$ cat config.mk
export PLATFORM = sky130hd
export DESIGN_NAME = alps_mul
export DESIGN_NICKNAME = d
export VERILOG_FILES = /design/src/rtl/alps_pkg.sv /design/src/rtl/alps_mul.sv
export SDC_FILE = /design/constraint.sdc
export NUM_CORES = 2
export LEC_CHECK = 0
export BUFFER_PORTS_ARGS = -buffer_cell sky130_fd_sc_hd__buf_4
export CAP_MARGIN = 20
export CORE_MARGIN = 2
export CORE_UTILIZATION = 60
export DETAILED_ROUTE_END_ITERATION = 16
export PLACE_DENSITY_LB_ADDON = 0.15
export SYNTH_ARGS = -nofsm -noshare
export SYNTH_HDL_FRONTEND = slang
export SYNTH_SLANG_ARGS = --single-unit
$ cat constraint.sdc
create_clock -name clk_i -period 8.2 [get_ports clk_i]
set_input_delay 0.41 -clock clk_i [delete_from_list [all_inputs] [get_ports clk_i]]
set_output_delay 0.41 -clock clk_i [all_outputs]
set_load 0.02 [all_outputs]
$ cat src/rtl/alps_pkg.sv
// Shared constants and codes of the arc-length polyline sampler.
package alps_pkg;

  localparam int MAX_POINTS = 256;
  localparam int AW         = $clog2(MAX_POINTS);
  localparam int CNT_W      = $clog2(MAX_POINTS + 1);

  localparam int CMD_W   = 2;
  localparam int ST_W    = 2;
  localparam int CFG_W   = 9;
  localparam int COORD_W = 32;
  localparam int T_W     = 17;
  localparam int LEN_W   = 48;
  localparam int TGT_W   = 64;
  localparam int LT_W    = 17;
  localparam int MUL_W   = 34;
  localparam int PROD_W  = 2 * MUL_W;
  localparam int RAD_W   = 68;
  localparam int ROOT_W  = RAD_W / 2;

  localparam logic [T_W-1:0] T_ONE = T_W'(65536);

  typedef enum logic [CMD_W-1:0] {
    CMD_APPEND   = 2'd0,
    CMD_FINALIZE = 2'd1,
    CMD_EVALUATE = 2'd2
  } cmd_e;

  typedef enum logic [ST_W-1:0] {
    ST_OK        = 2'd0,
    ST_REJECT    = 2'd1,
    ST_ZERO_LEN  = 2'd2,
    ST_NOT_FINAL = 2'd3
  } status_e;

endpackage

$ cat src/rtl/alps_mul.sv
// Shared signed multiplier with a registered product.
module alps_mul import alps_pkg::*; (
  input  logic                     clk_i,
  input  logic signed [MUL_W-1:0]  a_i,
  input  logic signed [MUL_W-1:0]  b_i,
  output logic signed [PROD_W-1:0] prod_o
);
  always_ff @(posedge clk_i) begin
    prod_o <= a_i * b_i;
  end
endmodule

* Word-level counts from Yosys, hierarchy flattened
Cells that the tools add are included.
** Operators by class
- Add/sub/neg operators :: 0
- Eq/ne operators :: 0
- Shift operators :: 0
- Bitwise operators :: 0
- Reduce and logical (&&, ||, !) cells :: 0
- Multipliers :: 1
- Multiplexer cells :: 0
- Order comparisons :: 0
- Div/mod/pow operators :: 0
** Operators with widths (count)
- multiplier 34 x 34 -> 68 bit :: 1
** Word-level totals
- Flip-flop bits (word level) :: 68
- Output and inout bits :: 68
- Memories :: 0
- Memory bits (read-only) :: 0
- Word-level logic and storage cells :: 2
- Memory bits (writable) :: 0
- Latch bits :: 0

* Logic depth before layout (Yosys ltp)
- Word-level depth :: 1
- Gate-level depth with buffers :: 31
- Mapped depth without buffers :: 29

* Worst setup path before layout
Ideal clock, no wire load.
- Path type :: input to register
- From :: input port a_i[33]
- To :: register prod_o[65]
- Arrival :: 7.828 ns
- Library setup time :: 0.072 ns
- Stages :: 24
- Setup slack :: 0.300 ns
- Path through :: clkbuf_1 > nand2_1 > inv_1 > fa_1 > fa_1 > fa_1 > fa_1 > inv_1 > fa_1 > fa_1 > fa_1 > fa_1 > inv_1 > ha_1 > clkdlybuf4s50_2 > nand3_1 > or2_2 > nor2_1 > a221oi_1 > o21ai_0 > a31oi_2 > nor2_2 > o41ai_2 > xnor2_1
** Between the ends
- Longest elaborated chain between the ends :: 1
** Ends and longest elaborated chain
- start, declared :: line alps_mul.sv:4 : input logic signed [MUL_W-1:0] a_i,
- multiplier 34 x 34 -> 68 bit :: line alps_mul.sv:9 : prod_o <= a_i * b_i;
- end signal, assigned :: line alps_mul.sv:9
- end, declared :: line alps_mul.sv:6 : output logic signed [PROD_W-1:0] prod_o
Every way passes these cells.

* Worst setup path after layout
- From :: input port b_i[10]
- To :: register prod_o[66]
** Between the ends
- Longest elaborated chain between the ends :: 1
** Ends and longest elaborated chain
- start, declared :: line alps_mul.sv:5 : input logic signed [MUL_W-1:0] b_i,
- multiplier 34 x 34 -> 68 bit :: line alps_mul.sv:9
Every way passes these cells.

==> metrics list <==
- Status: finished clean
- After detailed routing, no signal wire sits above met5.
- In the synthesized netlist, the number of instances is 4,554.
- Sequential-to-total area share from yosys stat: 3.16%
- The Yosys step of the flow raised 0 warnings.
- Initial antenna violation count: 3
* Number of vias in the routed layout: 30,100
* Number of nets with antenna violations after routing: 0
- The critical path contains buffers and inverters numbering 7 combined.
- After detailed routing, the number of remaining DRC violations is 0.
* Sum of routed wire length over all layers: 116,000 um
* Count of boundary I/O pins: 137
- Synthesized area per cell: 9.45 um^2
* Post-placement setup slack: -0.234 ns
* Origin of the worst setup path: b_i[10]
- Yosys mapped a number of flops with a built-in enable equal to 0.
- Reg clk slew, reported paths: 0.07 ns
* Gr usage total: 33.6%
- Placed insts: 5,563
- Final critical-path setup slack: 0.351 ns
- For the pin with the worst max-slew slack, the measured transition is 0.798 ns.
- Number of non-filler instances in the completed layout: 5,580
- Among the stages of the critical path, the cell type that occurs most often is fa_1.
- More flip-flops sit in one register than any other, and that register is prod_o.
- Measured along the y axis, the die boundary spans 272 um.
* Worst Hold End: prod_o[0]
* X dimension of the die: 272 um
* Cell area after synthesis: 43,000 um^2
* Arrival time reported for the critical path endpoint: 8.18 ns
- The via count of the first global-routing pass is 34,100.
- FMAX: 0.127 GHz
- The post-route netlist has 7.26% of its cells at a drive strength greater than 1.
- Crit path kind: in -> reg
- TritonCTS built the clock tree.
- The synthesized design contains 68 register bits.
- Fillcell total: 5,946
- The final count of pins violating max slew came to 0.
- Effective utilization at floorplan: 60.4%
- After floorplanning, the core was divided into 98 placement rows.
- Synthesis instantiated 69 different standard cells from the library.
- Counting the buffers created by CTS gives 9.
- Number of hold-slack violations in the final timing report: 0
- The tool flagged a number of max-cap violations equal to 0.
- After layout, the worst path uses 95.7% of the clock period.
- Family with the most delay on the worst path: adder cells
- Detailed routing placed a total of 8700 um of wire on met3.
- Dividing the detail-routed wire length by the instance count gives 20.7 um.
* First-pass GRT wire length: 189,000 um
* Pin count of the biggest net entering global routing: 35
- Syn nets: 6,068
- In the routed layout, each cell is associated on average with a via count of 5.40.
- In this run the deepest clock path goes through 2 buffers.
- The floorplan step defined a die boundary enclosing 73,900 um^2.
* Metal2 WL: 57,100 um
* Number of flip-flops in the largest register: 68
* Gp weighted congestion: 0.939
- STA puts the critical path data required time at 8.53 ns.
* Hold path depth: 2
* Delay of the slowest cell on the worst path: 0.75 ns
* Tightest Hold Check Type: in -> reg
* Total clock sinks: 68
- The first TritonRoute pass finished after 6 iterations.
- Max transition margin: 46.3%
- For this run, the leading register cell type out of synthesis is dfxtp_1.
- In the final layout, the registers with the most flip-flops are prod_o (68).
* Number of hold-repair buffers added at the cts stage: 0
- On the critical path, the stage with the largest delay is an instance of fa_1.
- Unrepaired setup endpoints after global routing: no
- CTS H-Tree Depth: 3
- The first routing iteration left 1,967 violations.
- Core region area: 71,200 um^2
- Final setup fails: 0
* Critical Path Start Type: primary input
* CP endpoint kind: register
- Root Buffer Master: clkbuf_16
- Post-CTS timing repair inserted 0 buffers for setup.
* Max FO, Critical Path: 18
* Hold Path Origin: b_i[0]
- After global routing the overflow that remains totals 0.
* Total half-perimeter wirelength after legalization and detailed placement: 98,300 um
- Post-layout nets: 6,138
* Wire length on met1: 45,200 um
- After synthesis, the share of flip-flops with an asynchronous set or reset is 0%.
* Port-buffer cells: 136
* Post-layout minimum cycle time: 7.85 ns
- Relative to the synthesized area, the layout overhead comes to 6.41%.
==> worst max-delay path by stage <==
stage / depth (start not counted) / slack [ns] / end
2_1_floorplan: 24 / 0.30 / prod_o[65]
3_3_place_gp: 26 / -0.16 / prod_o[66]
3_5_place_dp: 26 / -0.23 / prod_o[66]
4_1_cts: 26 / 0.17 / prod_o[66]
5_1_grt: 28 / 0.007 / prod_o[66]
6_report: 26 / 0.35 / prod_o[66]
==> per-layer routing <==
layer / track usage [%] / vias up
met5: 0 / -
met4: 12.5 / 2
met3: 5.02 / 247
met2: 56.4 / 1206
met1: 44.7 / 15700
li1: - / 12900
==> Yosys cell counts (all sizes together) (37+ instances only) <==
library cell  count  area [um^2]
nor2             56          215
fa             1241        24800
a21oi            63          323
dfxtp            68         1360
o21ai            41          224
clkbuf          217          821
nand2           542         2030
inv            1231         4620
ha              204         2550
and2            623         3900
a21o             37          278
xnor2            56          490
==> metrics by stage <==
step / util, % / instance area (um^2) / hold WS (ns) / TNS [ns]
finish: 64.3 / 45800 / 0.439 / 0
global route: 64.3 / 45800 / 0.446 / 0
CTS: 64.3 / 45800 / 0.426 / 0
detailed placement: 63.9 / 45500 / 0.821 / -0.370
global placement: 63.9 / 45500 / 0.821 / -0.200
floorplan: - / 43000 / 0.537 / 0
==> timing repair <==
item                       4_1_cts  5_1_grt
resized for setup                0        2
setup endpoints to repair        0        3
hold endpoints to repair         0        0
==> cell usage in the layout (no fill, tap or decap), types with 3 or more instances in the layout <==
master | Yosys | final
clkbuf_16 | 0 | 9
a21o_1 | 37 | 37
xnor2_1 | 56 | 56
o41ai_1 | 3 | 3
o211ai_1 | 3 | 3
o21a_1 | 4 | 4
nor2_1 | 54 | 54
ha_1 | 204 | 204
nand2_1 | 542 | 542
and3_2 | 3 | 3
nand2b_1 | 20 | 20
o21ai_1 | 7 | 7
and2_1 | 621 | 621
fa_1 | 1241 | 1241
inv_1 | 1231 | 1231
nor2b_1 | 9 | 9
o21bai_1 | 12 | 12
a31oi_1 | 7 | 7
o21ai_0 | 31 | 31
or2_2 | 4 | 4
nor3_1 | 5 | 5
dfxtp_1 | 68 | 68
a21oi_2 | 2 | 3
nand4_1 | 11 | 11
o41ai_2 | 3 | 3
and3_1 | 5 | 5
a211oi_1 | 6 | 6
nand3_1 | 11 | 11
xor2_1 | 23 | 23
buf_4 | 4 | 285
clkinvlp_4 | 0 | 3
a21oi_1 | 61 | 60
==> cell families after synthesis <==
group           share of synthesized area (%)
buf+inv                                  12.8
fa+ha+maj                                63.7
simple gates                             15.4
compound gates                           3.35
xor+xnor                                 1.61
flops                                    3.16
==> final cells by class <==
class                   count  area [um^2]  area share [%]
diodes                      1         2.50         0.00547
flip-flops and latches     68         1360            2.97
clock buffers              11          243           0.530
repair buffers            287         2180            4.76
inverters                1232         4620            10.1
clock inverters             5         36.3          0.0792
multi-input cells        3026        36200            79.0
well taps                 950         1190            2.60
Power is left out: the tool's default activity adds up to more than one toggle a clock period on the data nets, which glitch-free logic cannot reach.
