===== config.mk =====
export PLATFORM = sky130hd
export DESIGN_NAME = alps_div
export DESIGN_NICKNAME = d
export VERILOG_FILES = /design/src/rtl/alps_pkg.sv /design/src/rtl/alps_div.sv
export SDC_FILE = /design/constraint.sdc
export NUM_CORES = 1
export LEC_CHECK = 0
export BUFFER_PORTS_ARGS = -buffer_cell sky130_fd_sc_hd__buf_2
export CORE_MARGIN = 2
export CORE_UTILIZATION = 58
export CTS_CLUSTER_SIZE = 16
export DETAILED_ROUTE_END_ITERATION = 10
export HOLD_SLACK_MARGIN = 0.1
export PLACE_DENSITY = 0.8
export SLEW_MARGIN = 15
export SYNTH_ARGS = -nofsm -noshare
export SYNTH_HDL_FRONTEND = slang
export SYNTH_SLANG_ARGS = --single-unit

===== constraint.sdc =====
create_clock -name clk_i -period 12.3 [get_ports clk_i]
set_clock_uncertainty 0.2 [all_clocks]
set_input_delay 3.075 -clock clk_i [delete_from_list [all_inputs] [get_ports clk_i]]
set_output_delay 3.075 -clock clk_i [all_outputs]
set_load 0.01 [all_outputs]

===== src/rtl/alps_pkg.sv =====
// Shared constants and codes of the arc-length polyline sampler.
package alps_pkg;

  localparam int MAX_POINTS = 256;
  localparam int AW         = $clog2(MAX_POINTS);
  localparam int CNT_W      = $clog2(MAX_POINTS + 1);

  localparam int CMD_W   = 2;
  localparam int ST_W    = 2;
  localparam int CFG_W   = 9;
  localparam int COORD_W = 32;
  localparam int T_W     = 17;
  localparam int LEN_W   = 48;
  localparam int TGT_W   = 64;
  localparam int LT_W    = 17;
  localparam int MUL_W   = 34;
  localparam int PROD_W  = 2 * MUL_W;
  localparam int RAD_W   = 68;
  localparam int ROOT_W  = RAD_W / 2;

  localparam logic [T_W-1:0] T_ONE = T_W'(65536);

  typedef enum logic [CMD_W-1:0] {
    CMD_APPEND   = 2'd0,
    CMD_FINALIZE = 2'd1,
    CMD_EVALUATE = 2'd2
  } cmd_e;

  typedef enum logic [ST_W-1:0] {
    ST_OK        = 2'd0,
    ST_REJECT    = 2'd1,
    ST_ZERO_LEN  = 2'd2,
    ST_NOT_FINAL = 2'd3
  } status_e;

endpackage


===== src/rtl/alps_div.sv =====
// Iterative restoring divider for the local parameter, one quotient bit per cycle.
module alps_div import alps_pkg::*; (
  input  logic             clk_i,
  input  logic             rst_ni,
  input  logic             start_i,
  input  logic [TGT_W-1:0] num_i,
  input  logic [LEN_W-1:0] den_i,
  output logic             done_o,
  output logic [LT_W-1:0]  quot_o
);
  localparam int CW = $clog2(LT_W + 1);

  logic [TGT_W-1:0] rem_q;
  logic [TGT_W-1:0] dsh_q;
  logic [LT_W-1:0]  quot_q;
  logic [CW-1:0]    cnt_q;
  logic             busy_q;
  logic             done_q;
  logic             fits;

  assign fits = rem_q >= dsh_q;

  always_ff @(posedge clk_i or negedge rst_ni) begin
    if (!rst_ni) begin
      busy_q <= 1'b0;
      done_q <= 1'b0;
      cnt_q  <= '0;
    end else begin
      done_q <= 1'b0;
      if (start_i) begin
        busy_q <= 1'b1;
        cnt_q  <= CW'(LT_W);
      end else if (busy_q) begin
        cnt_q <= cnt_q - 1'b1;
        if (cnt_q == CW'(1)) begin
          busy_q <= 1'b0;
          done_q <= 1'b1;
        end
      end
    end
  end

  // The numerator never exceeds the span times one in Q1.16, so the
  // quotient fits in LT_W bits starting from the divisor shifted by LT_W-1.
  always_ff @(posedge clk_i) begin
    if (start_i) begin
      rem_q  <= num_i;
      dsh_q  <= TGT_W'({den_i, {(LT_W-1){1'b0}}});
      quot_q <= '0;
    end else if (busy_q) begin
      rem_q  <= fits ? rem_q - dsh_q : rem_q;
      dsh_q  <= dsh_q >> 1;
      quot_q <= {quot_q[LT_W-2:0], fits};
    end
  end

  assign done_o = done_q;
  assign quot_o = quot_q;
endmodule


* Word level (Yosys, flattened, before mapping)
Cells that the tools add are included.
** Cells by class
- Equal/unequal tests :: 1
- Multiplexer cells :: 13
- Magnitude comparators :: 1
- Reductions and logical operators :: 3
- Add/sub/neg operators :: 2
** Operators with widths (number)
- 2-to-1 mux 64 bit :: 5
- greater-or-equal comparator 64 bit :: 1
- subtractor 64 bit :: 1
- 2-to-1 mux 5 bit :: 2
- 2-to-1 mux 1 bit :: 6
- equality test 5 x 1 -> 1 bit (second input constant) :: 1
- subtractor 5 x 1 -> 5 bit (second input constant) :: 1
- nonzero test 2 bit :: 2
- AND reduction 2 bit :: 1
** Word-level totals
- Output and inout port bits :: 18
- Logic and storage cells :: 27
- Input port bits :: 115
- Register bits after elaboration :: 152

* Depth between registers and ports, before layout
Gate-level depths: netlist (run 1).
- Depth after elaboration :: 4
- Gate-level depth with buffers :: 13
- Mapped depth without buffers :: 13

* Worst setup path before layout (run 1)
No wires, ideal clock.
- Path type :: flip-flop to flip-flop
- From :: register rem_q[31]
- To :: register rem_q[0], enable pin
- Period minus slack after synthesis :: 7629 ps
- Library setup time :: 574 ps
- Data required time :: 11526 ps
- Arrival time :: 6855 ps
- Setup slack :: 4671 ps
- Cell stages (with the launch flop) :: 11
- Buffers on the path :: 1
- Cell sequence :: edfxtp_1 -> ha_1 -> clkbuf_1 -> nand2_1 -> nor2_1 -> nand2_1 -> or4_1 -> o21ai_2 -> a21boi_1 -> o21a_1 -> o21ai_0
** Between the ends
- Longest elaborated chain between the ends :: 3
** Ends and longest elaborated chain
- start: declaration :: RTL line alps_div.sv:13 : logic [TGT_W-1:0] rem_q;
- start signal: assignment :: RTL line alps_div.sv:47 : rem_q <= num_i;
- start signal: assignment :: RTL line alps_div.sv:51 : rem_q <= fits ? rem_q - dsh_q : rem_q;
- greater-or-equal comparator 64 bit :: RTL line alps_div.sv:21 : assign fits = rem_q >= dsh_q;
- nonzero test 2 bit (no source line)
- AND reduction 2 bit (no source line)
No other way between the ends.
A chain may end at the register's enable or synchronous reset.

* Worst setup path in the final report (run 1)
- From :: input port start_i
- To :: register rem_q[51], data pin
** Between the ends
- Longest elaborated chain between the ends :: 1
** Ends and longest elaborated chain
- start: declaration :: RTL line alps_div.sv:5 : input logic start_i,
- 2-to-1 mux 64 bit :: RTL line alps_div.sv:46 : if (start_i) begin
No other way between the ends.

==> results of run 1 <==
## metrics by stage
step	instance area, um2	util	hold WS (ps)	setup slack, ps
2_1_floorplan	10600	-	265	4670
3_3_place_gp	11300	0.631	273	5940
3_5_place_dp	11300	0.631	292	5870
4_1_cts	11900	0.664	311	6330
5_1_grt	11900	0.664	353	5990
6_report	11900	0.664	308	6290
## sequential cells by signal, summed over array words and instances (netlist names)
signal  flops
busy_q      1
cnt_q       5
done_o      1
dsh_q      64
quot_o     17
rem_q      64
## worst max-delay path by stage
stage                           end  slack, ps  depth (start not counted)
after floorplan            rem_q[0]       4670                         10
after global placement    rem_q[27]       5940                          5
after detailed placement  rem_q[51]       5870                          6
after CTS                 rem_q[51]       6330                          6
after global routing      rem_q[51]       5990                          6
final                     rem_q[51]       6290                          6
## cells by family (layout without fill, tap and decap cells)
kind of cell             after synthesis  in the layout  synth area share
AO/OA/AOI/OAI                        354            354             0.216
XOR/XNOR                              52             52            0.0431
adder cells (fa/ha/maj)               67             67            0.0800
buffers and inverters                160            256            0.0571
flip-flops                           152            152             0.397
multiplexers                          38             38            0.0365
AND/OR/NAND/NOR                      408            408             0.170
## cell usage after synthesis, types with 7 or more instances
master / n
nand3_1: 18
edfxtp_1: 112
xor2_1: 27
o21a_1: 7
dfrtp_1: 7
o21bai_1: 13
ha_1: 66
nor3_1: 13
a211oi_1: 13
clkbuf_1: 64
xnor2_1: 25
dfxtp_1: 33
a21o_1: 37
a31oi_1: 8
o211ai_1: 12
o21ai_0: 126
inv_1: 88
nand2_1: 208
o31ai_1: 7
a21oi_1: 74
nand4_1: 22
nor2_1: 95
mux2i_1: 34
and3_1: 8
## final cells by class
type | count | area [um2] | share of cell area
inverters | 88 | 330 | 0.0278
flip-flops and latches | 152 | 4200 | 0.353
clock buffers | 17 | 425 | 0.0358
multi-input cells | 919 | 5780 | 0.486
repair buffers | 136 | 697 | 0.0586
well taps | 229 | 287 | 0.0241
clock inverters | 15 | 174 | 0.0146
## report_power, final
group	total, mW	internal (mW)	leakage [nW]	switching (mW)
clock	0.538	0.275	0.295	0.263
combinational	1.99	0.760	3.47	1.23
sequential	0.890	0.800	1.54	0.0902
## critical path, stage by stage
cell and delay [ps]:
buf_6 700, buf_4 800, inv_1 750, nand2_1 290
o221ai_1 130, a311oi_1 280
## per-layer routing
layer | track usage | up-vias | wire [um] | share of wire
met5 | 0 | - | 0 | 0
met4 | 0.0968 | 0 | 630 | 0.024
met3 | 0.0590 | 59 | 1850 | 0.069
met2 | 0.450 | 369 | 12400 | 0.46
met1 | 0.371 | 4387 | 11800 | 0.44
li1 | - | 4570 | - | -
==> out/results.txt, run 1 <==
# port buffers - 132
Fin crit share - 0.488
Final antenna-violating net count - 0
Most frequent cells in the layout - 208 x nand2_1, 131 x buf_2, 125 x o21ai_0
Clock sinks - 152
Layout cells sized above 1 - 0.145
Largest net degree at the start of global routing - 162
Crit Path Max Fanout - 161
FF-to-FF Start - dsh_q[4]
Floorplan row count - 49
Hold path cells - 2
Hold buffers post-CTS - 0
Post-route DRC - 0
Hold Path Origin - dsh_q[0]
Starting Density - 0.590
H-tree depth - 4
Crit end category - register
Number of synthesis warnings - 0
Placed cells - 1524
Worst relative slew slack - 0.279
Vias - 9385
Die X - 139 um
Total GRT Usage - 0.278
Final TNS setup - 0 ps
Syn nets - 1413
Area leader, netlist - edfxtp_1
Worst-Margin Slew - 1080 ps
# fillers - 1524
Skew-Pair Late Insertion Delay - 450 ps
Critical path class - in -> reg
CP Launch Type - primary input
Max Slew Vio Count - 0
Core ar. - 17900 um2
R2R cell count - 12
P&R area growth vs syn - 12.5%
Vias per cell - 6.03
Main flop type after synthesis - edfxtp_1
Yosys top cell area share - 0.318
Nets - 1496
Peak Freq - 166 MHz
Clk buf depth - 2
Die Ht - 139 um
Worst Path Arrival - 6090 ps
TritonCTS clock tree - yes
Drt first pass iters - 6
Hpwl dp - 18800 um
Worst flop-to-flop path endpoint - rem_q[22]
Power per cell area - 288 nW/um2
FFs w/ async S/R, synth - 0.0461
Grt total ovfl - 0
Setup violations, final - 0
Post-Syn Area - 10600 um2
Number of max-cap violations - 0
Worst Setup SP - start_i
PostCTS Resize Cnt - 0
Netlist cell types - 79
Vias in the first global route - 9193
Synth Instances - 1231
Setup slack, reg-to-reg - 7330 ps
Io pins - 133
Fin cells - 1556
# Post-CTS Setup Buffers - 0
Antenna Cells - 0
Worst vdd ir - 0.146 mV
Post-Syn Area per Cell - 8.58 um2
First-pass GRT wire length - 44000 um
Final wirelength - 26700 um
Synth area leaders - edfxtp_1 32%, ha_1 7.8%, nand2_1 7.4%
Clk root buf - clkbuf_16
Commonest non-fill, non-tap cell in the layout - nand2_1
Leak - 5.30 nW
Wire length per cell - 17.1 um
Routability cong. - 0.945
Hold Path End - dsh_q[0]
Hold Path Class - reg -> reg
Status - finished, final reports clean
Req. time, crit path - 12380 ps
Worst-path clk slew - 70 ps
Post-synth EDFFs - 112
Period minus WS final - 6010 ps
Antenna violations before repair - 0
RSZ-0062 raised after global routing - no
#FFs+latches synth - 152
Final-report hold violation count - 0
Sequential share of the synthesized area - 0.397
Power Total - 3.42 mW
Initial drt markers - 951
Cts bufs inserted - 17
Die area - 19300 um2
Note: power is estimated with default switching activity, not from simulation.
==> run 2, diff against run 1 <==
--- a/config.mk
+++ b/config.mk
@@ -7,11 +7,11 @@
 export LEC_CHECK = 0
 export BUFFER_PORTS_ARGS = -buffer_cell sky130_fd_sc_hd__buf_2
 export CORE_MARGIN = 2
-export CORE_UTILIZATION = 58
+export CORE_UTILIZATION = 54
 export CTS_CLUSTER_SIZE = 16
 export DETAILED_ROUTE_END_ITERATION = 10
 export HOLD_SLACK_MARGIN = 0.1
-export PLACE_DENSITY = 0.8
+export PLACE_DENSITY = 0.78
 export SLEW_MARGIN = 15
 export SYNTH_ARGS = -nofsm -noshare
 export SYNTH_HDL_FRONTEND = slang
==> constraint.sdc (replaced) <==
create_clock -name clk_i -period 5.4 [get_ports clk_i]
set_clock_uncertainty 0.2 [all_clocks]
set_input_delay 1.35 -clock clk_i [delete_from_list [all_inputs] [get_ports clk_i]]
set_output_delay 1.35 -clock clk_i [all_outputs]
set_load 0.01 [all_outputs]
==> run 2 against run 1 <==
- worst hold slack worse by 3.2 ps
- critical path depth up 8
- clock power up 130%
- design area up 0.58%
- combinational power up 130%
- die area up 7.2%
- sequential share of layout area down 0.20 points
- global-route usage down 1.1 points
- via count down 0.63%
- critical endpoint is now rem_q[22]
==> out/results.txt, run 2 (synthesis gave the netlist of run 1 again) <==
CP Launch Type - register
Critical path class - reg -> reg
Status - finished, final reports clean
Initial drt markers - 813
Worst-Margin Slew - 1140 ps
Final-report hold violation count - 0
Final TNS setup - 0 ps
Cts bufs inserted - 17
Share of total power in combinational logic - 0.585
Setup WS post-layout - 1320 ps
Crit-path slowest cell - fa_1
Hpwl dp - 19700 um
# fillers - 1701
Post-route DRC - 0
First-pass GRT wire length - 43400 um
Worst Setup SP - rem_q[0]
Die Ht - 144 um
Core ar. - 19300 um2
Setup slack, reg-to-reg - 1320 ps
Final wirelength - 27000 um
CP top delay family - compound AO/OA/AOI/OAI gates
Peak Freq - 245 MHz
Final antenna-violating net count - 0
Worst relative slew slack - 0.236
Worst Path Arrival - 4040 ps
Number of max-cap violations - 0
Hold path cells - 2
# Post-CTS Setup Buffers - 0
PostCTS Resize Cnt - 0
Clk buf depth - 2
Drt first pass iters - 6
Worst-path clk slew - 70 ps
Sequential Area - 4200 um2
Hold Path Class - reg -> reg
Vias per cell - 5.85
Clock sinks - 152
Clk network pwr share - 0.157
Largest net degree at the start of global routing - 79
# port buffers - 132
H-tree depth - 4
Hold Path Origin - quot_o[16]
Antenna violations before repair - 0
CP Cell Sequence - inv_1 -> ha_1 -> inv_1 -> fa_1 -> a21o_1 -> a221o_1 -> a311oi_2 -> a21oi_1 -> a21boi_2 -> o21ai_2 -> a21boi_1 -> o21a_1 -> o21ai_4 -> buf_12
Sw frac - 0.461
Vias in the first global route - 8908
Period minus WS final - 4080 ps
Io pins - 133
Die area - 20700 um2
Post-route cell area - 12000 um2
Req. time, crit path - 5360 ps
Worst vdd ir - 0.283 mV
Commonest non-fill, non-tap cell in the layout - nand2_1
Max Slew Vio Count - 0
Psw - 3.61 mW
Highest cell delay on the worst timing path - 400 ps
Placed cell areas - 11400 um2
Vias - 9326
Layout cells sized above 1 - 0.146
Skew-Pair Late Insertion Delay - 440 ps
FF-to-FF Start - rem_q[0]
R2R cell count - 14
Starting Density - 0.547
RSZ-0062 raised after global routing - no
Setup violations, final - 0
Crit Path Max Fanout - 58
Grt total ovfl - 0
Most frequent cells in the layout - 208 x nand2_1, 131 x buf_2, 125 x o21ai_0
Crit-path most repeated cell - inv_1
TritonCTS clock tree - yes
Power Total - 7.82 mW
Power per cell area - 654 nW/um2
Register share of total power - 0.258
Hold Path End - quot_o[16]
Die X - 144 um
Routability cong. - 0.939
Fin util - 0.619
Worst flop-to-flop path endpoint - rem_q[22]
Wire length per cell - 16.9 um
P&R area growth vs syn - 13.2%
Antenna Cells - 0
Crit end category - register
Total GRT Usage - 0.267
Fin crit share - 0.755
Clk root buf - clkbuf_16
Pre-CTS WS - 1340 ps
Nets - 1498
Area of the multi-input gates - 5780 um2
Floorplan row count - 51
Internal - 4.21 mW
Hold buffers post-CTS - 0
CP bufs+invs - 3
Leak - 5.32 nW
## run 2: worst max-delay path by stage
stage / cells after the start / to
finish: 14 / rem_q[22]
global route: 14 / rem_q[21]
CTS: 14 / rem_q[22]
detailed placement: 14 / rem_q[23]
global placement: 14 / rem_q[11]
floorplan: 10 / rem_q[0]
## run 2: stage by stage
stage / hold slack, ps / std cells
final: 304 / 1594
after global routing: 346 / 1594
after CTS: 309 / 1594
after detailed placement: 293 / 1562
after global placement: 278 / 1562
after floorplan: 265 / 1231
## run 2: final cells by class
type / count / area share
Clock inverter: 14 / 0.0121
Timing Repair Buffer: 138 / 0.0606
Inverter: 88 / 0.0276
Sequential cell: 152 / 0.351
Tap cell: 265 / 0.0277
Clock buffer: 18 / 0.0377
Multi-Input combinational cell: 919 / 0.483
## run 2: worst reg2reg max path, delay by kind of cell (launching register included)
family          cells  cell delay, ps
flops               1             360
compound gates      9            2280
fa+ha+maj           2             560
buf+inv             3             370
## run 2: metal layers
metal | vias up | wire length (um) | share of wire | global-route usage
met5 | - | 0 | 0 | 0
met4 | 0 | 694 | 0.026 | 0.104
met3 | 65 | 1710 | 0.063 | 0.0556
met2 | 365 | 12500 | 0.46 | 0.433
met1 | 4329 | 12100 | 0.45 | 0.350
li1 | 4567 | - | - | -
## run 2: power by group through the flow
stage                     sequential (mW)  combinational, mW  clock, mW
after floorplan                      1.97               3.46          0
after global placement               2.02               4.38          0
after detailed placement             2.04               4.44          0
after CTS                            2.02               4.49       1.24
after global routing                 2.06               5.05       1.29
final                                2.02               4.57       1.23
==> run 3, diff against run 2 <==
--- a/config.mk
+++ b/config.mk
@@ -7,11 +7,11 @@
 export LEC_CHECK = 0
 export BUFFER_PORTS_ARGS = -buffer_cell sky130_fd_sc_hd__buf_2
 export CORE_MARGIN = 2
-export CORE_UTILIZATION = 54
+export CORE_UTILIZATION = 58
 export CTS_CLUSTER_SIZE = 16
 export DETAILED_ROUTE_END_ITERATION = 10
 export HOLD_SLACK_MARGIN = 0.1
-export PLACE_DENSITY = 0.78
+export PLACE_DENSITY = 0.8
 export SLEW_MARGIN = 15
 export SYNTH_ARGS = -nofsm -noshare
 export SYNTH_HDL_FRONTEND = slang
==> constraint.sdc (replaced) <==
create_clock -name clk_i -period 4.2 [get_ports clk_i]
set_clock_uncertainty 0.2 [all_clocks]
set_input_delay 1.05 -clock clk_i [delete_from_list [all_inputs] [get_ports clk_i]]
set_output_delay 1.05 -clock clk_i [all_outputs]
set_load 0.01 [all_outputs]
==> run 3 against run 2 <==
- sequential power is 29% higher
- utilization is 5.0 points higher
- critical path depth stayed put
- wire length is 1.0% higher
- clock power is 31% higher
- sequential share of layout area hardly changed
- via count is 2.1% higher
- worst hold slack worse by 77 ps
- global-route usage is 1.8 points higher
- combinational power is 30% higher
- cell count is 2.1% lower
- design area hardly changed
- critical path type unchanged
==> out/results.txt, run 3 (synthesis gave the netlist of run 1 again) <==
RSZ-0062 raised after global routing - no
Drt first pass iters - 6
Period minus WS final - 4050 ps
Status - finished, final reports clean
Setup WS post-layout - 150 ps
Max Slew Vio Count - 0
Number of max-cap violations - 0
WP depth - 14
Worst Setup SP - rem_q[0]
Layout cells sized above 1 - 0.148
Die area - 19300 um2
Post-route cell area - 12000 um2
Die X - 139 um
Hold_ws - 227 ps
Clk buf depth - 2
PostCTS Resize Cnt - 0
Critical path class - reg -> reg
Skew-Pair Late Insertion Delay - 440 ps
Placed cells - 1529
Largest net degree at the start of global routing - 108
Crit-path most repeated cell - inv_1
Final TNS setup - 0 ps
H-tree depth - 4
Clock sinks - 152
Clk root buf - clkbuf_16
Io pins - 133
TritonCTS clock tree - yes
Pre-CTS WS - 243 ps
First-pass GRT wire length - 45200 um
Worst vdd ir - 0.429 mV
Final-report hold violation count - 0
Vias per cell - 6.10
Placed cell areas - 11400 um2
Setup violations, final - 0
# fillers - 1502
Total GRT Usage - 0.285
Sequential Area - 4200 um2
Setup slack, reg-to-reg - 150 ps
Routability cong. - 0.978
R2R cell count - 14
Wire length per cell - 17.5 um
Hold buffers post-CTS - 0
Post-route DRC - 0
P&R area growth vs syn - 13.3%
Hpwl dp - 19600 um
Fin cells - 1561
# Post-CTS Setup Buffers - 0
Most frequent cells in the layout - 208 x nand2_1, 131 x buf_2, 125 x o21ai_0
Leak - 5.34 nW
CP Cell Sequence - inv_1 -> ha_1 -> inv_1 -> fa_1 -> a21o_1 -> a221o_1 -> a311oi_2 -> a21oi_1 -> a21boi_2 -> o21ai_2 -> a21boi_1 -> o21a_1 -> o21ai_4 -> buf_4
Commonest non-fill, non-tap cell in the layout - nand2_1
CP endpoint - rem_q[14]
Cts bufs inserted - 17
Vias - 9521
Grt total ovfl - 0
Nets - 1501
# port buffers - 132
Worst-Margin Slew - 748 ps
Final antenna-violating net count - 0
Initial drt markers - 1059
Die Ht - 139 um
Antenna Cells - 0
Starting Density - 0.590
Crit-path slowest cell - fa_1
Final wirelength - 27300 um
Fin crit share - 0.964
Power per cell area - 848 nW/um2
FF-to-FF Start - rem_q[0]
Worst flop-to-flop path endpoint - rem_q[14]
Crit end category - register
CP bufs+invs - 3
CP Launch Type - register
Worst-path clk slew - 70 ps
Peak Freq - 247 MHz
Req. time, crit path - 4160 ps
Fin util - 0.669
Floorplan row count - 49
Hold Path Class - in -> async
Vias in the first global route - 9261
Core ar. - 17900 um2
Worst Path Arrival - 4010 ps
Highest cell delay on the worst timing path - 410 ps
Power Total - 10.2 mW
Worst relative slew slack - 0.501
Antenna violations before repair - 0
CP top delay family - compound AO/OA/AOI/OAI gates
Crit Path Max Fanout - 26
Area of the multi-input gates - 5780 um2
-- run 3: worst register-to-register path, stage by stage (launching register included) --
cell and delay (ps):
edfxtp_1 370, inv_1 70, ha_1 170, inv_1 60, fa_1 410, a21o_1 190
a221o_1 370, a311oi_2 330, a21oi_1 220, a21boi_2 360, o21ai_2 190, a21boi_1 200
o21a_1 260, o21ai_4 100, buf_4 260
-- run 3: worst min path at each step --
stage,from,endpoint,slack [ps],depth (start not counted)
2_1_floorplan,dsh_q[0],dsh_q[0],260,2
3_3_place_gp,quot_o[16],quot_o[16],270,2
3_5_place_dp,quot_o[16],quot_o[16],290,2
4_1_cts,rst_ni,cnt_q[3],230,1
5_1_grt,rst_ni,cnt_q[1],230,1
6_report,rst_ni,cnt_q[2],230,1
-- run 3: cell type report --
class,instances,share of cell area
Clock buffer,20,0.0418
Clock inverter,12,0.00972
Inverter,88,0.0276
Multi-Input combinational cell,919,0.482
Sequential cell,152,0.351
Tap cell,229,0.0239
Timing Repair Buffer,141,0.0634
-- run 3: where the power goes --
group | switching, mW | leakage [nW] | internal (mW)
logic | 3.68 | 3.50 | 2.27
registers | 0.259 | 1.54 | 2.34
clock network | 0.718 | 0.308 | 0.892
total | 4.66 | 5.34 | 5.50
-- run 3: layer usage --
layer	part of all wire	global-route usage	vias to the layer above
met5	0	0	-
met4	0.026	0.105	0
met3	0.066	0.0542	64
met2	0.47	0.459	417
met1	0.44	0.386	4462
li1	-	-	4578
