$ cat src/rtl/alps_pkg.sv
// Shared constants and codes of the arc-length polyline sampler.
package alps_pkg;

  localparam int MAX_POINTS = 256;
  localparam int AW         = $clog2(MAX_POINTS);
  localparam int CNT_W      = $clog2(MAX_POINTS + 1);

  localparam int CMD_W   = 2;
  localparam int ST_W    = 2;
  localparam int CFG_W   = 9;
  localparam int COORD_W = 32;
  localparam int T_W     = 17;
  localparam int LEN_W   = 48;
  localparam int TGT_W   = 64;
  localparam int LT_W    = 17;
  localparam int MUL_W   = 34;
  localparam int PROD_W  = 2 * MUL_W;
  localparam int RAD_W   = 68;
  localparam int ROOT_W  = RAD_W / 2;

  localparam logic [T_W-1:0] T_ONE = T_W'(65536);

  typedef enum logic [CMD_W-1:0] {
    CMD_APPEND   = 2'd0,
    CMD_FINALIZE = 2'd1,
    CMD_EVALUATE = 2'd2
  } cmd_e;

  typedef enum logic [ST_W-1:0] {
    ST_OK        = 2'd0,
    ST_REJECT    = 2'd1,
    ST_ZERO_LEN  = 2'd2,
    ST_NOT_FINAL = 2'd3
  } status_e;

endpackage

$ cat src/rtl/alps_isqrt.sv
// Iterative integer square root, one result bit per cycle.
module alps_isqrt import alps_pkg::*; (
  input  logic              clk_i,
  input  logic              rst_ni,
  input  logic              start_i,
  input  logic [RAD_W-1:0]  radicand_i,
  output logic              done_o,
  output logic [ROOT_W-1:0] root_o
);
  localparam int CW = $clog2(ROOT_W + 1);
  localparam int RW = ROOT_W + 3;

  logic [RAD_W-1:0]  rad_q;
  logic [RW-1:0]     rem_q;
  logic [ROOT_W-1:0] root_q;
  logic [CW-1:0]     cnt_q;
  logic              busy_q;
  logic              done_q;
  logic [RW-1:0]     shifted;
  logic [RW-1:0]     trial;
  logic              fits;

  assign shifted = {rem_q[RW-3:0], rad_q[RAD_W-1 -: 2]};
  assign trial   = {1'b0, root_q, 2'b01};
  assign fits    = shifted >= trial;

  always_ff @(posedge clk_i or negedge rst_ni) begin
    if (!rst_ni) begin
      busy_q <= 1'b0;
      done_q <= 1'b0;
      cnt_q  <= '0;
    end else begin
      done_q <= 1'b0;
      if (start_i) begin
        busy_q <= 1'b1;
        cnt_q  <= CW'(ROOT_W);
      end else if (busy_q) begin
        cnt_q <= cnt_q - 1'b1;
        if (cnt_q == CW'(1)) begin
          busy_q <= 1'b0;
          done_q <= 1'b1;
        end
      end
    end
  end

  always_ff @(posedge clk_i) begin
    if (start_i) begin
      rad_q  <= radicand_i;
      rem_q  <= '0;
      root_q <= '0;
    end else if (busy_q) begin
      rad_q  <= {rad_q[RAD_W-3:0], 2'b00};
      rem_q  <= fits ? shifted - trial : shifted;
      root_q <= {root_q[ROOT_W-2:0], fits};
    end
  end

  assign done_o = done_q;
  assign root_o = root_q;
endmodule

$ cat config.mk
export PLATFORM = sky130hd
export DESIGN_NAME = alps_isqrt
export DESIGN_NICKNAME = d
export VERILOG_FILES = /design/src/rtl/alps_pkg.sv /design/src/rtl/alps_isqrt.sv
export SDC_FILE = /design/constraint.sdc
export NUM_CORES = 1
export LEC_CHECK = 0
export BUFFER_PORTS_ARGS = -buffer_cell sky130_fd_sc_hd__clkbuf_2
export CAP_MARGIN = 20
export CORE_MARGIN = 2
export CORE_UTILIZATION = 28
export CTS_CLUSTER_SIZE = 10
export DETAILED_ROUTE_END_ITERATION = 10
export HOLD_SLACK_MARGIN = 0.03
export PLACE_DENSITY = 0.43
export SLEW_MARGIN = 30
export SYNTH_ARGS = -nofsm -noshare
export SYNTH_HDL_FRONTEND = slang
export SYNTH_SLANG_ARGS = --single-unit
$ cat constraint.sdc
create_clock -name clk_i -period 8.46 [get_ports clk_i]
set_clock_uncertainty 0.15 [all_clocks]
set_input_delay 0.423 -clock clk_i [delete_from_list [all_inputs] [get_ports clk_i]]
set_output_delay 0.423 -clock clk_i [all_outputs]
set_load 0.01 [all_outputs]
* Yosys cells after proc, flatten, opt, wreduce, memory -nomap -nowiden
Index checks and enable logic that the tools add are counted.
** Storage, ports and cells
- Register bits after elaboration :: 145
- Bits of input ports :: 71
- Output and inout bits :: 35
- Word-level logic and storage cells :: 22
** Cells by class
- Add/subtract/negate cells :: 2
- Order comparisons :: 1
- Eq/ne operators :: 1
- Muxes and demuxes :: 11
- Reductions and logical operators :: 1
** Operator list (count)
- $mux 68 :: 2
- $ge 37x36->1 :: 1
- $mux 35 :: 1
- $sub 35x35->35 :: 1
- $mux 6 :: 2
- $eq 6x1->1 const B :: 1
- $mux 1 :: 6
- $sub 6x1->6 const B :: 1
- $reduce_bool 2->1 :: 1

* Logic depth before layout (Yosys ltp)
Gate-level depths: netlist (run 1).
- Word-level depth :: 4
- Depth in mapped cells :: 13
- Depth with buffers taken out :: 11

* Least setup slack after synthesis (run 1)
Ideal clock, no wire load.
- Kind :: register -> register
- From :: register root_q[8] (netlist: root_o[8])
- To :: register root_q[0] (netlist: root_o[0])
- Library setup time :: 197 ps
- Arrival time :: 2488 ps
- Required time :: 8113 ps
- Setup slack :: 5625 ps
- Stages on the path, launching flop included :: 14
- Buffers on the path :: 2
- Clock period less this slack :: 2835 ps
- Path through :: dfxtp_1 -> inv_1 -> ha_1 -> a21o_1 -> a221oi_1 -> o21ai_1 -> a21oi_2 -> o21ai_4 -> a31oi_4 -> o41ai_2 -> buf_6 -> buf_6 -> nand2_1 -> o21ai_0
** Between the ends
- Longest elaborated chain between the ends :: 1
** RTL lines
- start: declaration :: line alps_isqrt.sv:15 : logic [ROOT_W-1:0] root_q;
- start signal: assignment :: line alps_isqrt.sv:55 : root_q <= {root_q[ROOT_W-2:0], fits};
- $ge 37x36->1 :: line alps_isqrt.sv:25 : assign fits = shifted >= trial;
No other way between the ends.
A chain may end at the register's enable or synchronous reset.

* Final worst setup path (run 1)
- From :: register root_q[2] (netlist: root_o[2])
- To :: register rem_q[34]
** Between the ends
- Longest elaborated chain between the ends :: 2
- Elaborated cells on any way between the ends :: 3
- Classes of those cells :: add/sub (1); order compare (1); mux (1)
** RTL lines
- $sub 35x35->35 or $ge 37x36->1 (tied branches) :: line alps_isqrt.sv:54, alps_isqrt.sv:25
- $mux 35 * :: line alps_isqrt.sv:54 : rem_q <= fits ? shifted - trial : shifted;
- end signal: assignment :: line alps_isqrt.sv:54
- end: declaration :: line alps_isqrt.sv:14 : logic [RW-1:0] rem_q;
Every way passes the cells marked *; elsewhere a longest branch is shown, timed or not.

==> results of run 1 <==
==> cell families after synthesis <==
group,Yosys count,share of synthesized area [%]
buf+inv,90,4.70
xor+xnor,35,3.88
compound gates,159,14.0
flops,145,45.8
simple gates,155,8.96
mux,123,16.6
fa+ha+maj,38,6.01
==> synthesized netlist by cell type, types with 3 or more instances <==
library cell and instances:
sky130_fd_sc_hd__nor2_1 75, sky130_fd_sc_hd__dfxtp_1 69, sky130_fd_sc_hd__edfxtp_1 68, sky130_fd_sc_hd__mux2_2 66
sky130_fd_sc_hd__mux2i_1 57, sky130_fd_sc_hd__inv_1 53, sky130_fd_sc_hd__ha_1 38, sky130_fd_sc_hd__nand2_1 33
sky130_fd_sc_hd__a21oi_1 32, sky130_fd_sc_hd__clkbuf_1 30, sky130_fd_sc_hd__o21ai_0 30, sky130_fd_sc_hd__xnor2_1 27
sky130_fd_sc_hd__a21o_1 23, sky130_fd_sc_hd__a211oi_1 18, sky130_fd_sc_hd__dfrtp_1 8, sky130_fd_sc_hd__xor2_1 8
sky130_fd_sc_hd__a31oi_1 7, sky130_fd_sc_hd__o21bai_1 7, sky130_fd_sc_hd__and2_1 6, sky130_fd_sc_hd__and3_1 6
sky130_fd_sc_hd__nand4_1 6, sky130_fd_sc_hd__nor3_1 6, sky130_fd_sc_hd__a32oi_1 5, sky130_fd_sc_hd__nand3_1 5
sky130_fd_sc_hd__nor2b_1 4, sky130_fd_sc_hd__a211o_1 3, sky130_fd_sc_hd__a311oi_1 3, sky130_fd_sc_hd__nand2b_1 3
sky130_fd_sc_hd__o21a_1 3, sky130_fd_sc_hd__o31ai_1 3
==> worst max-delay path by stage <==
stage,start,end,slack [ns],cells past startpoint
final,root_o[2]$_SDFFE_PP0P_,rem_q[34]$_SDFFE_PP0P_,4.65,11
after global routing,root_o[7]$_SDFFE_PP0P_,rem_q[34]$_SDFFE_PP0P_,4.31,12
after CTS,root_o[2]$_SDFFE_PP0P_,rem_q[28]$_SDFFE_PP0P_,4.60,11
after detailed placement,root_o[2]$_SDFFE_PP0P_,rem_q[28]$_SDFFE_PP0P_,4.63,11
after global placement,root_o[2]$_SDFFE_PP0P_,rem_q[28]$_SDFFE_PP0P_,4.71,11
after floorplan,root_o[8]$_SDFFE_PP0P_,root_o[0]$_SDFFE_PP0P_,5.63,13
==> metrics by stage <==
stage	std cells	worst slack (ns)	hold slack, ns	total power, W
floorplan	745	5.63	-0.0226	0.00209
global placement	1197	4.71	0.136	0.00240
detailed placement	1197	4.63	0.141	0.00238
CTS	1230	4.60	0.0993	0.00317
global route	1230	4.31	0.113	0.00337
finish	1230	4.65	0.120	0.00313
==> state kept, by name, summed over array words and instances (netlist names) <==
| register | flops |
|---|---|
| rem_q | 35 |
| cnt_q | 6 |
| busy_q | 1 |
| rad_q | 68 |
| done_o | 1 |
| root_o | 34 |
==> report_power, final <==
group	leakage (nW)	internal, W	switching (W)
Sequential	1.38	0.000847	0.0000670
Clock	0.288	0.000400	0.000373
Combinational	2.49	0.000656	0.000792
==> per-layer routing <==
| metal | up-vias | wire length, um | global-route usage [%] |
|---|---|---|---|
| met2 | 110 | 8570 | 21.1 |
| met3 | 15 | 1300 | 4.90 |
| met5 | - | 0 | 0 |
| met1 | 2703 | 8780 | 16.8 |
| li1 | 2882 | - | - |
| met4 | 0 | 214 | 3.65 |
==> layout make-up <==
type / instances / area [um^2] / share of cell area, %
clock buffers: 17 / 425 / 4.52
inverters: 53 / 199 / 2.11
clock inverters: 15 / 179 / 1.90
flip-flops and latches: 145 / 3630 / 38.6
repair buffers: 112 / 583 / 6.20
well taps: 378 / 473 / 5.03
multi-input cells: 510 / 3920 / 41.7
==> impl.org, run 1 <==
** Clock tree
- CTS saw ~150 sinks.
- CTS built an H-tree with a depth of 4.
- Clock Latency Late Sink :: about 0.43 ns
- Buffers inserted to repair hold after CTS numbered 1.
- Clock input transition at the sequential cells of the worst setup and hold paths :: around 0.070 ns
- Number of buffers inserted during clock tree synthesis :: 17
- In this run the deepest clock path goes through 2 buffers.
- Count of buffers added by post-CTS timing repair for setup :: 0
- Clock tree from TritonCTS :: built
- Cell at the root of the clock tree :: sky130_fd_sc_hd__clkbuf_16
- Total of cells resized after clock tree synthesis :: 0

** Synthesis
- Proportion of synthesized flip-flops having asynchronous set or reset :: approximately 5.5%
- By area the synthesized netlist is led by sky130_fd_sc_hd__edfxtp_1, sky130_fd_sc_hd__dfxtp_1, sky130_fd_sc_hd__mux2_2.
- Most used flip-flop cell after synthesis :: sky130_fd_sc_hd__dfxtp_1
- Nets in the synthesized netlist :: 854
- Synthesis warning total :: 0
- The largest total area in the synthesized netlist belongs to sky130_fd_sc_hd__edfxtp_1.
- The share of the Yosys chip area taken by registers is around 46%.
- Synthesized flop and latch total :: 145
- Synthesis handed over a netlist of about 750 instances.
- Number of synthesized flops with an enable pin :: approximately 70
- Yosys top cell area share :: around a quarter
- Mapped Avg Cell Area :: 10.6 um^2
- The synthesized netlist occupies a cell area of approximately 0.008 mm^2.
- The netlist uses 65 different library cells.

** Cells and area
- 0 antenna diodes ended up in the layout.
- Number of nets at the end of the flow :: around 950
- The post-route netlist has between 20% and 30% of its cells at a drive strength greater than 1.
- Once layout is complete, the utilization of the core stands at 33.9%.
- Leading cell type in the layout, fill and taps excluded :: sky130_fd_sc_hd__clkbuf_2
- Final std cell area, no fill :: about 0.0094 mm^2
- Commonest cells after routing, fill and taps aside :: sky130_fd_sc_hd__clkbuf_2, sky130_fd_sc_hd__nor2_1, sky130_fd_sc_hd__dfxtp_1
- The layout has 2870 filler cells.
- From synthesis to final layout, the design area changed by 19.0%.

** Critical path
- Max FO, Critical Path :: 18
- Together, buffers and inverters on the worst path number 2.
- Cell breakdown of the critical path :: inv_1 > ha_1 > nand2_1 > o21ai_4 > a21oi_2 > o21ai_4 > a31oi_4 > o41ai_4 > buf_4 > nand2_1 > o21ai_0
- Broken down by cell family, the worst path's largest delay share belongs to compound AO/OA/AOI/OAI gates.
- For flop-to-flop paths, the worst setup slack is 4.65 ns.
- In this design, the stage delay of the slowest critical-path cell is just over 0.8 ns.
- The worst register-to-register path begins at root_o[2]$_SDFFE_PP0P_.
- Terminus of the critical flop-to-flop path :: rem_q[34]$_SDFFE_PP0P_
- STA classifies the critical path endpoint as a register.
- Critical path arrival :: between 4 and 5 ns
- The critical path is of the reg -> reg type.
- Counting cells, the worst reg-to-reg path comes to 11.
- STA classifies the critical path startpoint as a register.
- Critical-path top delay cell :: sky130_fd_sc_hd__o41ai_4
- Crit path required time :: slightly below 9 ns

** Hold path
- Worst hold path stage count :: 2
- Min-Delay Endpoint :: rad_q[0]$_SDFFCE_PN0P_
- In this run the most critical hold path is launched from radicand_i[0].
- The min-delay analysis places its worst path in the category in -> reg.

** Routing
- The first detailed-routing pass ran for 4 iterations.
- Antenna viol nets, final :: 0
- In this run, the number of DRC markers left after iteration 0 of detailed routing was around 230.
- Routed WL per cell :: around 15 um
- After detailed routing, the number of remaining DRC violations is 0.
- Via count :: 5710
- After detailed routing, the total wire length is around 19000 um.
- Using the TritonRoute via totals, the vias-per-cell ratio works out to 4.64.

** Status
- The run finished with clean final reports.

** Timing
- At the pin with the least slew margin, the transition time is approximately 0.9 ns.
- The worst pin sits at a relative slew slack of between 30% and 40%.
- The routed design could run at a clock period as short as about 3.8 ns.
- The number of hold-slack violations in the final timing report is 0.
- Fmax :: between 200 and 300 MHz
- Number of pins exceeding their max-slew limit in the final report :: 0
- Setup repair after global routing left no endpoint under its margin.
- Total negative slack for setup checks :: 0 ns
- Setup violations remaining at the end of the flow were counted as 0.
- Share of the cycle needed by the critical path after routing :: between 40% and 50%

** Run
- The tool flagged a number of max-cap violations equal to 0.

** Floorplan
- Effective utilization at floorplan :: between 20 and 30%
- In this run the horizontal extent of the chip is 172 um.
- The floorplan has 61 rows.
- Floorplan die height :: approximately 170 um
- Core outline area :: about 0.028 mm^2
- Boundary Pins :: roughly 110
- The floorplan step defined a die boundary enclosing just under 0.03 mm^2.

** Place
- In this run the cell area measured after placement is slightly below 0.009 mm^2.
- Input and output buffers added on the ports amount to around 110.
- Once detailed placement completed, the half-perimeter wirelength came to ~13000 um.
- Final RePlAce weighted congestion :: 0.775

** Power and ir drop
- VDD sags by at most about 0.18 mV.
- The analysis attributes to cell leakage a power of approximately 4.2 nW.
- Power density normalized to cell area :: 333 mW/mm^2

** Global route
- The number of global-route vias before repair was roughly 6k.
- In the global route stage, overall resource usage came out at a little over an eighth.
- Entering global routing, the biggest net connects 70 pins.
- The number of antenna violations at the first check in global routing came to 0.
- First-pass GRT wire length :: ~30000 um
- Summed over all layers, the global routing overflow is 0.
(Power assumes the default switching activity.)
==> run 2, diff against run 1 <==
--- a/config.mk
+++ b/config.mk
@@ -12,7 +12,7 @@
 export CTS_CLUSTER_SIZE = 10
 export DETAILED_ROUTE_END_ITERATION = 10
 export HOLD_SLACK_MARGIN = 0.03
-export PLACE_DENSITY = 0.43
+export PLACE_DENSITY = 0.44
 export SLEW_MARGIN = 30
 export SYNTH_ARGS = -nofsm -noshare
 export SYNTH_HDL_FRONTEND = slang
==> constraint.sdc (replaced) <==
create_clock -name clk_i -period 3.1 [get_ports clk_i]
set_clock_uncertainty 0.15 [all_clocks]
set_input_delay 0.155 -clock clk_i [delete_from_list [all_inputs] [get_ports clk_i]]
set_output_delay 0.155 -clock clk_i [all_outputs]
set_load 0.01 [all_outputs]
==> impl.org, run 2 (synthesized netlist as in run 1, its figures left out) <==
** Global route
- For this run, global-route usage on met1 was measured as a little under a fifth.
- Number of antenna violations at the first check in global routing :: 0
- In the global route stage, met2 resource usage came out at 22.9%.
- The number of global-route vias before repair came to about 6.4k.
- Layer with the highest usage after global routing :: met2
- GRT Residual Overflow :: 0
- Pin count of the biggest net entering global routing :: 59
- For met3 alone, demand over resource in global routing was under 10%.
- Across every metal layer, demand over resource in global routing totals between 10% and 20%.
- The first global-routing pass estimated 32900 um of wire.

** Cells and area
- The filler cells instantiated in the layout total 2812.
- Number of nets at the end of the flow :: around 1.1k
- Post-synthesis to final-layout area growth :: 36.8%
- After routing the design area is 0.0108 mm^2.
- Area of combinational cells with multiple inputs :: about 0.0040 mm^2
- Leading cell type in the layout, fill and taps excluded :: sky130_fd_sc_hd__clkbuf_2
- Antenna diodes :: 0
- Commonest cells after routing, fill and taps aside :: sky130_fd_sc_hd__clkbuf_2, sky130_fd_sc_hd__buf_4, sky130_fd_sc_hd__nor2_1
- The register with the most flip-flops in the layout has slightly below 70 of them.
- Layout cell share with drive strength beyond 1 :: a little under a third
- More flip-flops sit in one register than any other, and that register is rad_q.
- Sequential cell area :: 0.00363 mm^2

** Timing
- Hold Slack :: between 0.1 and 0.15 ns
- Share of the cycle needed by the critical path after routing :: between 90% and 100%
- The max-slew violation total from the final report was 0.
- Slack of the critical path :: between 0.1 and 0.15 ns
- Final hold violation count :: 0
- At the pin with the least slew margin, the transition time is about 0.8 ns.
- Timing would allow up to about 340 MHz.
- Setup violations remaining at the end of the flow were counted as 0.
- Final worst path period need :: 2.95 ns
- Measured against its own limit, the worst slew margin works out to roughly 47%.

** Critical path
- Critical-path top delay cell :: sky130_fd_sc_hd__dfxtp_2
- STA classifies the critical path endpoint as a register.
- In this run the critical register-to-register path is launched from root_o[30]$_SDFFE_PP0P_.
- Top cell family by delay on the critical path :: simple AND/OR/NAND/NOR gates
- The most critical setup path has its startpoint at root_o[30]$_SDFFE_PP0P_.
- For the worst setup path, the data required time is approximately 3.2 ns.
- Cell breakdown of the critical path :: inv_1 > ha_1 > and3_1 > nand2_2 > nor4_4 > buf_4 > and4_1 > a31oi_1 > a21boi_2 > o41ai_4 > buf_6 > buf_4 > mux2i_2 > o21ai_0
- The setup path with the least slack is of type reg -> reg.
- Max incr delay on CP :: 0.35 ns
- Sum of buffers and inverters on the critical path :: 4
- Most Frequent Cell on Critical Path :: sky130_fd_sc_hd__buf_4
- Critical path arrival :: 3.09 ns
- Max FO, Critical Path :: 7
- The worst setup path is launched from a register.

** Status
- Result of the run :: completed

** Power and ir drop
- In this run the power density over the cells is slightly below 900 mW/mm^2.
- Total power for the finished layout comes to 0.00962 W.
- Reported leakage power :: 4.86 nW
- IR analysis of the VDD net gives a maximum drop of around 0.35 mV.

** Place
- Final RePlAce weighted congestion :: between 0.7 and 0.8
- Cell Area, Placed :: slightly above 0.009 mm^2
- Half-perimeter wire length of the detailed placement result :: 13900 um
- Buffers placed on the I/O ports in this run total between 100 and 150.
- Worst Setup Slack post-DPL :: -0.0546 ns

** Floorplan
- Once the floorplan was initialized, standard cells occupied around 28% of the core.
- Die width :: ~170 um
- The region available for standard cell placement spans ~0.028 mm^2.
- Floorplan die height :: 172 um
- Boundary Pins :: about 110
- Number of core rows :: 61
- Die Area :: roughly 0.030 mm^2

** Hold path
- The min-delay analysis places its worst path in the category in -> reg.
- In this run the most critical hold path is launched from start_i.

** Routing
- The final route contains ~6.2k vias.
- After detailed routing, the total wire length is between 20000 and 25000 um.
- Routed WL per cell :: roughly 15 um
- Post-route DRC violation count :: 0
- Vias per std cell :: 4.52
- In this run, the number of DRC markers left after iteration 0 of detailed routing was about 190.
- Before antenna repair, the detailed router went through 4 iterations.
- Antenna viol nets, final :: 0

** Clock tree
- The clock passes through at most 2 buffers.
- After clock tree synthesis, the clock-pin slew on the worst setup and hold paths is around 0.070 ns.
- Cell at the root of the clock tree :: sky130_fd_sc_hd__clkbuf_16
- CTS saw 145 sinks.
- TritonCTS built the clock tree.
- Max H-tree Level :: 4
- Clock Latency Late Sink :: 0.44 ns
- Number of buffers inserted during clock tree synthesis :: 17

** Run
- Across the run, the number of max-cap violations was 0.
-- run 2: cell type report --
class | instances | share of cell area [%]
multi-input cells | 510 | 37.1
flip-flops and latches | 145 | 33.6
well taps | 378 | 4.37
inverters | 53 | 1.84
clock inverters | 15 | 1.84
repair buffers | 255 | 17.4
clock buffers | 17 | 3.93
-- run 2: path summary, 6_finish.rpt --
path | to | slack (ns) | cells past startpoint
worst max-delay path | rem_q[5]$_SDFFE_PP0P_ | 0.15 | 14
worst min-delay path | cnt_q[4]$_DFFE_PN0P_ | 0.10 | 2
worst max register to register | rem_q[5]$_SDFFE_PP0P_ | 0.15 | 14
worst min register to register | rem_q[16]$_SDFFE_PP0P_ | 0.33 | 2
max in group asynchronous | busy_q$_DFF_PN0_ | 1.93 | 3
min in group asynchronous | done_o$_DFF_PN0_ | 0.56 | 3
-- run 2: what timing repair did --
| item | 4_1_cts | 5_1_grt |
|---|---|---|
| setup endpoints to repair | 27 | 34 |
| hold endpoints to repair | 76 | 0 |
| buffers inserted | 2 | 5 |
| gates resized for setup | 0 | 21 |
| pin swaps | 2 | 5 |
| hold buffers | 70 | 0 |
| cloned | 0 | 1 |
-- run 2: metrics by stage --
stage / utilization (%) / TNS, ns / std cells
floorplan: - / 0 / 745
global placement: 33.5 / -0.0511 / 1263
detailed placement: 33.5 / -0.576 / 1263
CTS: 38.3 / 0 / 1367
global route: 38.9 / -0.0101 / 1373
finish: 38.9 / 0 / 1373
-- run 2: where the power goes --
part	switching, W	leakage [nW]	internal [W]
sequential	0.000171	1.38	0.00231
combinational	0.00242	3.17	0.00253
clock	0.00101	0.302	0.00117
total	0.00360	4.86	0.00601
-- run 2: per-layer routing --
layer	up-vias	part of all wire (%)	wire, um
met4	0	1.1	229
met3	20	4.4	890
met5	-	0	0
met2	113	47	9360
li1	3170	-	-
met1	2909	48	9580
==> run 3, diff against run 2 <==
--- a/config.mk
+++ b/config.mk
@@ -8,12 +8,12 @@
 export BUFFER_PORTS_ARGS = -buffer_cell sky130_fd_sc_hd__clkbuf_2
 export CAP_MARGIN = 20
 export CORE_MARGIN = 2
-export CORE_UTILIZATION = 28
+export CORE_UTILIZATION = 30
 export CTS_CLUSTER_SIZE = 10
 export DETAILED_ROUTE_END_ITERATION = 10
 export HOLD_SLACK_MARGIN = 0.03
-export PLACE_DENSITY = 0.44
-export SLEW_MARGIN = 30
+export PLACE_DENSITY_LB_ADDON = 0.25
+export SLEW_MARGIN = 10
 export SYNTH_ARGS = -nofsm -noshare
 export SYNTH_HDL_FRONTEND = slang
 export SYNTH_SLANG_ARGS = --single-unit
==> impl.org, run 3 (synthesized netlist as in run 1, its figures left out) <==
** Status
- Result of the run :: completed

** Power and ir drop
- Clk pwr share :: a little over a fifth
- Per report_power, the combinational group accounts for roughly 53% of the total.
- Overall Power :: 0.00963 W
- Share of total power consumed by net switching :: ~37%
- Worst-case vdd ir drop :: 0.371 mV
- Summed over all nets, the switching power comes to roughly 0.0035 W.
- Summed over all cells, the static leakage comes to approximately 4.9 nW.
- Relative contribution of sequential cells to total power :: about a quarter
- Internal power :: around 0.006 W
- Power density normalized to cell area :: 891 mW/mm^2

** Floorplan
- The floorplan step set the die height to 166 um.
- Effective utilization at floorplan :: between 30% and 40%
- In this run the standard cell core region covers approximately 0.026 mm^2.
- Die width :: between 150 and 200 um
- After floorplanning, the core was divided into 59 placement rows.
- During I/O placement, the number of pins put on the boundary was between 100 and 150.
- Die Area :: between 0.02 and 0.03 mm^2

** Critical path
- On the worst path, the slowest cell contributes a delay of 0.38 ns.
- In this run the worst setup path begins at root_o[20]$_SDFFE_PP0P_.
- Crit path required time :: ~3.2 ns
- The worst setup path is captured at a register.
- Critical path arrival :: just over 3 ns
- By instance count, the cell type seen most on the critical path is sky130_fd_sc_hd__buf_4.
- Critical-path top delay cell :: sky130_fd_sc_hd__nor4_4
- Traced cell by cell, the critical path runs through inv_1 > ha_2 > buf_4 > nand2_1 > nor4_4 > and4_1 > a31oi_1 > a21boi_4 > o41a_1 > buf_12 > buf_4 > nor3_2 > o32ai_1.
- Beginning of the worst register-to-register path :: root_o[20]$_SDFFE_PP0P_
- Critical Path Start Type :: register
- In this run the worst path has a maximum fanout of 7.
- Crit path kind :: reg -> reg

** Routing
- For this run, design rule violations remaining after detail routing come to 0.
- Pre-Repair DR Iteration Count :: 4
- In the routed layout, each cell is associated on average with a via count of around 4.7.
- Detailed route wirelength on metal3 :: 933 um
- Once detail routing completed, the nets flagged for antenna violations numbered 0.
- Routed WL per cell :: 14.9 um
- Via count :: roughly 6.3k
- For this block, the initial DRC count from the detailed router was around 330.
- Wire length on met2 :: a little under 10000 um
- For this block, wires on met1 add up to slightly above 9000 um.
- Signal routing reaches up to met4.
- Summed over all layers, the routed wires come to about 20000 um.

** Cells and area
- Summing all multi-input logic gate instances after layout gives between 0.004 and 0.005 mm^2.
- Number of flip-flops in the largest register :: 68
- Final std cell area, no fill :: 0.0108 mm^2
- Layout cell share with drive strength beyond 1 :: a little under a third
- Number of nets at the end of the flow :: between 1k and 1.5k
- At the end of the flow the core is filled with cells to between 40% and 50%.
- Sequential cell area :: 0.00363 mm^2
- The library cells used most frequently in the layout, excluding fill and tap cells, are sky130_fd_sc_hd__clkbuf_2, sky130_fd_sc_hd__buf_4, sky130_fd_sc_hd__nor2_1.
- Number of fill cells in the layout :: 2561
- Post-synthesis to final-layout area growth :: 36.8%
- Most flops, register :: rad_q
- Leaving out fill and tap cells, the most frequent cell in the layout is sky130_fd_sc_hd__clkbuf_2.

** Timing
- Based on the critical path, the design can be clocked at up to between 300 and 400 MHz.
- Setup repair after global routing left no endpoint under its margin.
- In this run the tightest slew margin relative to its limit is roughly 28%.
- Worst Max-Slew Pin Slew :: ~1.1 ns
- Final worst path period need :: 2.95 ns
- Setup violations, final :: 0
- Share of the cycle needed by the critical path after routing :: 95.1%
- The number of hold-slack violations in the final timing report is 0.
- The max-slew violation total from the final report is 0.

** Place
- Final RePlAce weighted congestion :: 0.797
- Port buffering added 105 buffers.
- The placed instances occupy a cell area of 0.00935 mm^2.
- Half-perimeter wire length of the detailed placement result :: around 13000 um

** Clock tree
- The longest clock path from root to sink contains 2 buffers.
- TritonCTS built the clock tree.
- Clock tree synthesis inserted a total of 17 buffers.
- The clock net in this run drives a total of approximately 150 sinks.
- The later pin in the worst-skew pair is clocked with a latency of about 0.44 ns.
- Max H-tree Level :: 4
- Cell at the root of the clock tree :: sky130_fd_sc_hd__clkbuf_16
- Clock input transition at the sequential cells of the worst setup and hold paths :: approximately 0.07 ns

** Global route
- The number of global-route vias before repair is between 6k and 7k.
- The number of antenna violations at the first check in global routing came to 1.
- Summed over all layers, the global routing overflow is 0.
- First-pass GRT wire length :: approximately 33000 um
- Entering global routing, the biggest net connects 70 pins.
- In the global route stage, overall resource usage came out at roughly 15%.

** Run
- Max-cap violations in this run came to 0.

** Hold path
- Hold path startpoint :: start_i
- The min-delay analysis places its worst path in the category in -> reg.
-- run 3: cell types whose count changed in the layout (fill, tap and decap cells not counted), sizes merged --
cell    change
inv         +1
clkbuf      -1
buf         +9
clkinv      -1
diode       +1
-- run 3: repair_timing --
| item | in CTS | in global routing |
|---|---|---|
| hold endpoints to repair | 76 | 0 |
| hold buffers | 70 | 0 |
| gates resized for setup | 3 | 17 |
| pin swaps | 1 | 5 |
| setup buffers | 4 | 4 |
| cloned | 0 | 0 |
| setup endpoints to repair | 34 | 35 |
-- run 3: final cells by class --
| cell class | count | area share, % |
|---|---|---|
| diodes | 1 | 0.0231 |
| clock buffers | 17 | 3.93 |
| clock inverters | 15 | 1.50 |
| inverters | 53 | 1.84 |
| multi-input cells | 510 | 37.1 |
| flip-flops and latches | 145 | 33.5 |
| well taps | 335 | 3.88 |
| repair buffers | 263 | 18.2 |
-- run 3: path summary, 6_finish.rpt --
check,end,slack (ns),depth (start not counted)
hold reg to reg,rem_q[33]$_SDFFE_PP0P_,0.34,2
max in group asynchronous,busy_q$_DFF_PN0_,1.91,3
hold / removal,cnt_q[3]$_DFFE_PN0P_,0.15,2
setup / recovery,rem_q[19]$_SDFFE_PP0P_,0.15,13
setup reg to reg,rem_q[19]$_SDFFE_PP0P_,0.15,13
min in group asynchronous,done_o$_DFF_PN0_,0.56,3
-- run 3: power by group through the flow --
stage / sequential, W / clock [W] / combinational [W]
after detailed placement: 0.00251 / 0 / 0.00456
after global routing: 0.00251 / 0.00222 / 0.00557
after global placement: 0.00251 / 0 / 0.00454
after CTS: 0.00247 / 0.00215 / 0.00480
final: 0.00247 / 0.00210 / 0.00506
after floorplan: 0.00247 / 0 / 0.00322
-- run 3: metal layers --
layer | vias up | GRT usage, %
met2 | 129 | 25.5
met4 | 0 | 3.64
met5 | - | 0
met1 | 2966 | 18.3
li1 | 3183 | -
met3 | 15 | 3.55
-- run 3: critical path: cells and delay by family (launching register included) --
kind / cells / cell delay [ns]
AOI/OAI and AO/OA: 4 / 0.56
DFF: 1 / 0.35
buffers and inverters: 4 / 0.47
adders and majority gates: 1 / 0.36
and+or+nand+nor: 4 / 0.91
-- run 3: per-stage QoR --
stage / TNS [ns] / setup WS (ns) / hold WS [ns] / std cells
floorplan: 0 / 0.265 / -0.291 / 745
global placement: -2.89 / -0.185 / -0.123 / 1228
detailed placement: -5.28 / -0.285 / -0.122 / 1228
CTS: 0 / 0.00927 / 0.146 / 1334
global route: 0 / 0.0117 / 0.180 / 1339
finish: 0 / 0.153 / 0.149 / 1339
